$ cat config.mk
export PLATFORM = sky130hd
export DESIGN_NAME = integer_to_ascii_formatter
export DESIGN_NICKNAME = d
export VERILOG_FILES = /design/src/design/i2a_pkg.sv /design/src/design/integer_to_ascii_formatter.sv
export VERILOG_INCLUDE_DIRS = /design/src /design/src/design
export SDC_FILE = /design/constraint.sdc
export NUM_CORES = 1
export LEC_CHECK = 0
export BUFFER_PORTS_ARGS = -buffer_cell sky130_fd_sc_hd__buf_4
export CORE_MARGIN = 3
export CORE_UTILIZATION = 40
export DETAILED_ROUTE_END_ITERATION = 16
export HOLD_SLACK_MARGIN = 0.02
export MAX_ROUTING_LAYER = met4
export PLACE_DENSITY = 0.73
export SLEW_MARGIN = 10
export SYNTH_ARGS = -nofsm -noshare
export SYNTH_HDL_FRONTEND = slang
export SYNTH_SLANG_ARGS = --single-unit
$ cat constraint.sdc
create_clock -name clock -period 6.9 [get_ports clock]
set_input_delay 1.38 -clock clock [delete_from_list [all_inputs] [get_ports clock]]
set_output_delay 1.38 -clock clock [all_outputs]
set_load 0.05 [all_outputs]
$ cat src/design/integer_to_ascii_formatter_defines.svh
// assertion macros for the integer to ascii formatter
`ifndef INTEGER_TO_ASCII_FORMATTER_DEFINES_SVH
`define INTEGER_TO_ASCII_FORMATTER_DEFINES_SVH

// same-cycle implication, checked outside reset
`define I2A_ASSERT_IMP(lbl, clk, rst, ante, cons) \
   lbl: assert property (@(posedge clk) disable iff (rst) (ante) |-> (cons)) \
      else $error("i2a check failed");

// next-cycle implication, checked outside reset
`define I2A_ASSERT_NXT(lbl, clk, rst, ante, cons) \
   lbl: assert property (@(posedge clk) disable iff (rst) (ante) |=> (cons)) \
      else $error("i2a check failed");

`endif

$ cat src/design/i2a_pkg.sv
// shared types, codes and character helpers of the integer to ascii formatter
`timescale 1ns / 1ps

package i2a_pkg;

   // conversion codes
   localparam logic [2:0] OpSignedDec   = 3'd0;
   localparam logic [2:0] OpUnsignedDec = 3'd1;
   localparam logic [2:0] OpHexLower    = 3'd2;
   localparam logic [2:0] OpHexUpper    = 3'd3;
   localparam logic [2:0] OpPointer     = 3'd4;

   // prefix kinds
   typedef logic [1:0] prefix_type;
   localparam prefix_type PfxNone  = 2'd0;
   localparam prefix_type PfxMinus = 2'd1;
   localparam prefix_type PfxHex   = 2'd2;
   localparam prefix_type PfxNil   = 2'd3;

   // ascii anchors
   localparam logic [6:0] CharZero       = 7'd48;
   localparam logic [6:0] CharLowerBase  = 7'd87;   // 'a' - 10
   localparam logic [6:0] CharUpperBase  = 7'd55;   // 'A' - 10
   localparam logic [6:0] CharMinus      = 7'd45;
   localparam logic [6:0] CharX          = 7'd120;
   localparam logic [6:0] CharOpenParen  = 7'd40;
   localparam logic [6:0] CharCloseParen = 7'd41;
   localparam logic [6:0] CharN          = 7'd110;
   localparam logic [6:0] CharI          = 7'd105;
   localparam logic [6:0] CharL          = 7'd108;

   // one digit nibble to its ascii character
   function automatic logic [6:0] digit_char(input logic [3:0] nib, input logic upper);
      logic [6:0] base;
      if (nib < 4'd10) begin
         base = CharZero;
      end else if (upper) begin
         base = CharUpperBase;
      end else begin
         base = CharLowerBase;
      end
      return base + {3'b000, nib};
   endfunction

   // number of prefix characters
   function automatic logic [2:0] prefix_len(input prefix_type kind);
      logic [2:0] len;
      unique case (kind)
         PfxHex:  len = 3'd2;
         PfxNil:  len = 3'd5;
         default: len = 3'd1;
      endcase
      return len;
   endfunction

   // prefix character at a given position
   function automatic logic [6:0] prefix_char(input prefix_type kind, input logic [2:0] idx);
      logic [6:0] ch;
      ch = CharMinus;
      unique case (kind)
         PfxHex: begin
            ch = (idx == 3'd0) ? CharZero : CharX;
         end
         PfxNil: begin
            unique case (idx)
               3'd0:    ch = CharOpenParen;
               3'd1:    ch = CharN;
               3'd2:    ch = CharI;
               3'd3:    ch = CharL;
               default: ch = CharCloseParen;
            endcase
         end
         default: ch = CharMinus;
      endcase
      return ch;
   endfunction

endpackage

$ cat src/design/integer_to_ascii_formatter.sv
// integer to ascii formatter: bit-serial binary to bcd, nibble-serial text output
//
//   channel | direction | handshake       | payload
//   req     | in        | valid / stall   | op, value
//   rsp     | out       | valid / stall   | character, last, text_length
//   csr     | in/out    | apb write/read  | null_text_style at byte address 0
//
// decimal: one shift-add-3 step per bit of the 32-bit value, then the leading zero
// strip over 10 digits; hex: the strip over 8 (32-bit) or 16 (pointer) digits.
// then one character per cycle while rsp_stall does not hold the output register;
// a zero pointer shown as "(nil)" skips the strip, 5 characters.
// req_stall is high from acceptance until the last character enters the output
// register; the next transaction can be taken while that character waits.
// synchronous active-high reset clears control state and null_text_style.
`timescale 1ns / 1ps
`include "integer_to_ascii_formatter_defines.svh"

module integer_to_ascii_formatter
   import i2a_pkg::*;
(
   input  logic        clock,
   input  logic        reset,
   // input channel
   input  logic        req_valid,
   output logic        req_stall,
   input  logic [2:0]  req_op,
   input  logic [63:0] req_value,
   // result channel
   output logic        rsp_valid,
   input  logic        rsp_stall,
   output logic [6:0]  rsp_character,
   output logic        rsp_last,
   output logic [4:0]  rsp_text_length,
   // configuration port
   input  logic        psel,
   input  logic        penable,
   input  logic        pwrite,
   input  logic [2:0]  paddr,
   input  logic [31:0] pwdata,
   output logic [31:0] prdata,
   output logic        pready
);

   // sequencer states
   localparam logic [2:0] StIdle   = 3'd0;
   localparam logic [2:0] StConv   = 3'd1;
   localparam logic [2:0] StSkip   = 3'd2;
   localparam logic [2:0] StPrefix = 3'd3;
   localparam logic [2:0] StDigit  = 3'd4;

   logic [2:0]  state_ff, state_in;
   logic [63:0] dig_ff, dig_in;
   logic [31:0] bin_ff, bin_in;
   logic [4:0]  bit_cnt_ff, bit_cnt_in;
   logic [4:0]  ndig_ff, ndig_in;
   logic [4:0]  cnt_ff, cnt_in;
   prefix_type  pfx_ff, pfx_in;
   logic [2:0]  pidx_ff, pidx_in;
   logic        upper_ff, upper_in;
   logic        style_ff;

   logic        rsp_valid_ff, rsp_valid_in;
   logic [6:0]  rsp_char_ff, rsp_char_in;
   logic        rsp_last_ff, rsp_last_in;
   logic [4:0]  rsp_len_ff, rsp_len_in;

   logic        req_accept;
   logic        out_free;
   logic        emit_valid;
   logic [6:0]  emit_char;
   logic        emit_last;
   logic [31:0] low_word;
   logic [39:0] bcd_adj;
   logic        csr_write;

   assign req_stall  = (state_ff != StIdle);
   assign req_accept = req_valid && !req_stall;
   assign out_free   = !rsp_valid_ff || !rsp_stall;
   assign low_word   = req_value[31:0];

   // configuration register
   assign pready    = 1'b1;
   assign csr_write = psel && penable && pwrite && (paddr[2] == 1'b0);
   assign prdata    = {31'd0, style_ff && (paddr[2] == 1'b0)};

   always_ff @(posedge clock) begin
      if (reset) begin
         style_ff <= 1'b0;
      end else if (csr_write) begin
         style_ff <= pwdata[0];
      end
   end

   // add-3 correction on every bcd nibble
   always_comb begin
      logic [3:0] nib;
      for (int i = 0; i < 10; i++) begin
         nib = dig_ff[24 + 4*i +: 4];
         bcd_adj[4*i +: 4] = (nib >= 4'd5) ? nib + 4'd3 : nib;
      end
   end

   // sequencer next state
   always_comb begin
      state_in   = state_ff;
      dig_in     = dig_ff;
      bin_in     = bin_ff;
      bit_cnt_in = bit_cnt_ff;
      ndig_in    = ndig_ff;
      cnt_in     = cnt_ff;
      pfx_in     = pfx_ff;
      pidx_in    = pidx_ff;
      upper_in   = upper_ff;
      emit_valid = 1'b0;
      emit_char  = CharZero;
      emit_last  = 1'b0;

      unique case (state_ff)
         StIdle: begin
            if (req_accept) begin
               cnt_in   = 5'd0;
               pidx_in  = 3'd0;
               upper_in = (req_op == OpHexUpper);
               unique case (req_op)
                  OpSignedDec, OpUnsignedDec: begin
                     if ((req_op == OpSignedDec) && low_word[31]) begin
                        bin_in = ~low_word + 32'd1;
                        pfx_in = PfxMinus;
                     end else begin
                        bin_in = low_word;
                        pfx_in = PfxNone;
                     end
                     dig_in     = 64'd0;
                     bit_cnt_in = 5'd0;
                     state_in   = StConv;
                  end
                  OpHexLower, OpHexUpper: begin
                     dig_in   = {low_word, 32'd0};
                     ndig_in  = 5'd8;
                     pfx_in   = PfxNone;
                     state_in = StSkip;
                  end
                  OpPointer: begin
                     if ((req_value == 64'd0) && !style_ff) begin
                        pfx_in   = PfxNil;
                        state_in = StPrefix;
                     end else begin
                        dig_in   = req_value;
                        ndig_in  = 5'd16;
                        pfx_in   = PfxHex;
                        state_in = StSkip;
                     end
                  end
                  default: state_in = StIdle;
               endcase
            end
         end
         StConv: begin
            // shift one binary bit into the corrected bcd digits
            dig_in[63:24] = {bcd_adj[38:0], bin_ff[31]};
            bin_in        = {bin_ff[30:0], 1'b0};
            bit_cnt_in    = bit_cnt_ff + 5'd1;
            if (bit_cnt_ff == 5'd31) begin
               ndig_in  = 5'd10;
               state_in = StSkip;
            end
         end
         StSkip: begin
            // drop leading zero digits, keeping at least one
            if ((dig_ff[63:60] == 4'd0) && (ndig_ff > 5'd1)) begin
               dig_in  = {dig_ff[59:0], 4'd0};
               ndig_in = ndig_ff - 5'd1;
            end else begin
               state_in = (pfx_ff == PfxNone) ? StDigit : StPrefix;
            end
         end
         StPrefix: begin
            emit_valid = 1'b1;
            emit_char  = prefix_char(pfx_ff, pidx_ff);
            emit_last  = (pfx_ff == PfxNil) && (pidx_ff == prefix_len(pfx_ff) - 3'd1);
            if (out_free) begin
               cnt_in  = cnt_ff + 5'd1;
               pidx_in = pidx_ff + 3'd1;
               if (pidx_ff == prefix_len(pfx_ff) - 3'd1) begin
                  state_in = (pfx_ff == PfxNil) ? StIdle : StDigit;
               end
            end
         end
         StDigit: begin
            emit_valid = 1'b1;
            emit_char  = digit_char(dig_ff[63:60], upper_ff);
            emit_last  = (ndig_ff == 5'd1);
            if (out_free) begin
               dig_in  = {dig_ff[59:0], 4'd0};
               ndig_in = ndig_ff - 5'd1;
               cnt_in  = cnt_ff + 5'd1;
               if (ndig_ff == 5'd1) begin
                  state_in = StIdle;
               end
            end
         end
         default: state_in = StIdle;
      endcase
   end

   // output register next value
   always_comb begin
      rsp_valid_in = rsp_valid_ff;
      rsp_char_in  = rsp_char_ff;
      rsp_last_in  = rsp_last_ff;
      rsp_len_in   = rsp_len_ff;
      if (out_free) begin
         rsp_valid_in = emit_valid;
         rsp_char_in  = emit_char;
         rsp_last_in  = emit_last;
         rsp_len_in   = emit_last ? cnt_ff + 5'd1 : 5'd0;
      end
   end

   // control registers
   always_ff @(posedge clock) begin
      if (reset) begin
         state_ff     <= StIdle;
         rsp_valid_ff <= 1'b0;
      end else begin
         state_ff     <= state_in;
         rsp_valid_ff <= rsp_valid_in;
      end
   end

   // datapath registers
   always_ff @(posedge clock) begin
      dig_ff      <= dig_in;
      bin_ff      <= bin_in;
      bit_cnt_ff  <= bit_cnt_in;
      ndig_ff     <= ndig_in;
      cnt_ff      <= cnt_in;
      pfx_ff      <= pfx_in;
      pidx_ff     <= pidx_in;
      upper_ff    <= upper_in;
      rsp_char_ff <= rsp_char_in;
      rsp_last_ff <= rsp_last_in;
      rsp_len_ff  <= rsp_len_in;
   end

   assign rsp_valid       = rsp_valid_ff;
   assign rsp_character   = rsp_char_ff;
   assign rsp_last        = rsp_last_ff;
   assign rsp_text_length = rsp_len_ff;

   // checks on sequencing and length tagging
   `I2A_ASSERT_NXT(a_valid_op_leaves_idle, clock, reset, req_accept && (req_op <= OpPointer), state_ff != StIdle)
   `I2A_ASSERT_IMP(a_len_only_on_last, clock, reset, rsp_valid, rsp_last == (rsp_text_length != 5'd0))
   `I2A_ASSERT_IMP(a_len_bounded, clock, reset, rsp_valid, rsp_text_length <= 5'd18)
   `I2A_ASSERT_IMP(a_digits_remaining, clock, reset, state_ff == StDigit, ndig_ff != 5'd0)

endmodule

==> reports/qor.csv <==
stage;metric;value;unit
status;outcome;finished, final reports clean;
power_and_ir_drop;p_total;4.40;mW
logic_synthesis;synth_area_leader_cell;edfxtp_1;
logic_synthesis;synthTopCellsByCount;edfxtp_1, nand2_1, o21ai_0;
detailed_routing;wire_per_inst;17.5;µm
run;maxCapViolCount;0;
logic_synthesis;ys_types;63;
detailed_routing;vias;7017;
logic_synthesis;synth-seq-cells;135;
sta;fmax;250;MHz
layout;finish.utilization;0.476;
floorplan;die_area;0.0233;mm²
sta;setup_tns;0;ns
hold_path;min-delay-start;dig_ff[1];
sta;setup_violations;0;
logic_synthesis;syn_inst;890;
setup_path;reg2regPathDepth;6;
setup_path;end_kind;register;
logic_synthesis;synth_top_area_share;0.453;
global_route;antenna_found_initial;0;
detailed_routing;dr.pass1.iters;5;
setup_path;reg2reg_slack;3.90;ns
layout;n_antenna_cell;0;
layout;nFillCells;1974;
sta;relSlewSlack;0.466;
sta;drv_slew;0;
power_and_ir_drop;p_per_area;438;mW/mm²
placed_design;post-place-ws;2.53;ns
layout;fin_nets;1109;
logic_synthesis;yosys.area_share.simple;0.185;
layout;area_delta_synth_final;16.7;%
logic_synthesis;synth_xor_area_frac;0.0499;
hold_path;hold_depth;2;
detailed_routing;route.detailed.drc;0;
setup_path;reg2reg_to;dig_ff[57];
setup_path;criticalPathCategory;in -> reg;
sta;worst_pin_slew;0.794;ns
logic_synthesis;muxShareOfSynthArea;0.0137;
floorplan;core;0.0211;mm²
logic_synthesis;synth_top_family_by_area;simple AND/OR/NAND/NOR gates;
logic_synthesis;synth_edf_count;130;
global_route;grt.overflow.total;0;
setup_path;reg2reg_from;state_ff[1];
global_route;grt_pass1_wl;34600;µm
clocking;h-tree-depth;4;
logic_synthesis;synth_compound_area_frac;0.172;
clocking;clock_sinks;135;
sta;finalHoldViolations;0;
placed_design;place_congestion;0.889;
logic_synthesis;syn_area_per_cell;9.67;µm²
power_and_ir_drop;vdd_ir_drop_max;0.227;mV
floorplan;die_h;153;µm
floorplan;fp.dieW;153;µm
clocking;clk_latency;0.43;ns
sta;worst_slack;2.90;ns
detailed_routing;drt_iter0_drc;575;
placed_design;dp_hpwl;15400;µm
detailed_routing;ant_nets;0;
setup_path;arrival;4.12;ns
clocking;cts_resized;0;
floorplan;fp-row-count;53;
global_route;grt_max_degree;82;
layout;drive_above_1_share;0.162;
hold_path;hold_end;dig_ff[5];
power_and_ir_drop;p_leak;3.77;nW
sta;grt_setup_unrepaired;false;
clocking;cts_buffers;17;
clocking;cts_buffer_depth;2;
logic_synthesis;synth.cell_area;0.00861;mm²
logic_synthesis;synthAdderAreaFrac;0.0517;
logic_synthesis;synthFlopType;edfxtp_1;
logic_synthesis;yosysSeqAreaShare;0.465;
clocking;ctsHoldBuffers;0;
clocking;clk_pin_slew_worst_paths;0.06;ns
clocking;tritoncts;yes;
global_route;grt_pass1_vias;6667;
logic_synthesis;async_flop_share;0;
sta;skew;0.00931;ns
logic_synthesis;ys_top_cells_by_area;edfxtp_1, o21ai_0, nand2_1, ha_1, xor2_1;
sta;min_period;4.00;ns
setup_path;cp_data_required_time;7.02;ns
clocking;cts-root-buf;clkbuf_16;
clocking;cts_setup_buffers;0;
detailed_routing;drt_wl_total;21900;µm
logic_synthesis;yosys_warnings;0;
hold_path;hp-class;reg -> reg;
global_route;grt_usage;0.190;
detailed_routing;vias_per_cell;5.60;
setup_path;crit_fanout;40;
sta;min_period_over_period;0.580;
floorplan;initial_core_util;0.408;
logic_synthesis;synth_most_common_cell;edfxtp_1;
floorplan;ioPinCount;157;
setup_path;start_kind;primary input;
placed_design;portBuffers;91;
through the flow:
stage,instance area [µm²],hold WS (ns),cells
6_report,10000,0.523,1253
5_1_grt,10000,0.545,1253
4_1_cts,10000,0.524,1253
3_5_place_dp,9470,0.510,1221
3_3_place_gp,9470,0.500,1221
2_1_floorplan,8720,0.479,920
where the power goes:
part	leakage, nW	switching [mW]	total (mW)	internal (mW)
sequential	1.32	0.281	1.72	1.44
clock	0.278	0.343	0.901	0.558
combinational	2.17	1.11	1.78	0.670
critical path, stage by stage:
cell and delay, ns:
buf_4 0.12, inv_1 0.06, ha_1 0.19, nor4b_1 0.53
nand4_1 0.53, or4_4 0.65, o32ai_1 0.29, nor2_4 0.03
buf_4 0.31
layout by cell type, fill, tap and decap left out, types with 6 or more instances in the layout:
cell type	count
edfxtp_1	130
nand2_1	114
buf_4	101
o21ai_0	94
nor2_1	59
a21oi_1	47
inv_1	34
ha_1	34
conb_1	32
xor2_1	29
a22oi_1	26
xnor2_1	20
nor3_1	18
a221o_1	18
nand2b_1	17
clkbuf_16	17
nor4_1	14
o31ai_1	11
nand3_1	10
nor3b_1	10
and3_1	9
nor4b_1	7
nor2b_1	6
mux2_2	6
flip-flops by register name (all words and copies together) (netlist names):
name,flops
dig_ff,64
bin_ff,32
rsp_character,7
bit_cnt_ff,5
cnt_ff,5
ndig_ff,5
rsp_text_length,5
pidx_ff,3
state_ff,3
pfx_ff,2
rsp_last,1
rsp_valid,1
style_ff,1
upper_ff,1
worst max path at each step:
stage	startpoint	end	slack (ns)	cells past startpoint
final	req_value[0]	dig_ff[57]	2.90	9
after CTS	req_value[0]	dig_ff[33]	2.98	9
after global placement	req_value[0]	dig_ff[40]	2.53	9
after detailed placement	req_value[0]	dig_ff[42]	2.53	9
after global routing	req_value[0]	dig_ff[33]	2.69	9
after floorplan	req_value[0]	dig_ff[24]	2.48	7
layer usage:
layer	up-vias	global-route usage	routed length, µm
li1	3383	-	-
met1	3340	0.237	9230
met2	256	0.311	10700
met3	38	0.0417	1520
met4	0	0.0594	463
met5	-	-	0
cell type report:
type | count | area, µm² | area share
multi-input cells | 676 | 4240 | 0.422
flip-flops and latches | 135 | 4000 | 0.399
repair buffers | 101 | 758 | 0.0755
clock buffers | 19 | 433 | 0.0431
well taps | 275 | 344 | 0.0343
clock inverters | 13 | 136 | 0.0136
inverters | 34 | 128 | 0.0127
cells by family after synthesis:
family	Yosys count
xor gates and xnor gates	49
other	2
DFF	135
AOI/OAI and AO/OA	236
and+or+nand+nor	313
buffers and inverters	109
adders and majority gates	35
muxes	11
Note: power is estimated with default switching activity, not from simulation.
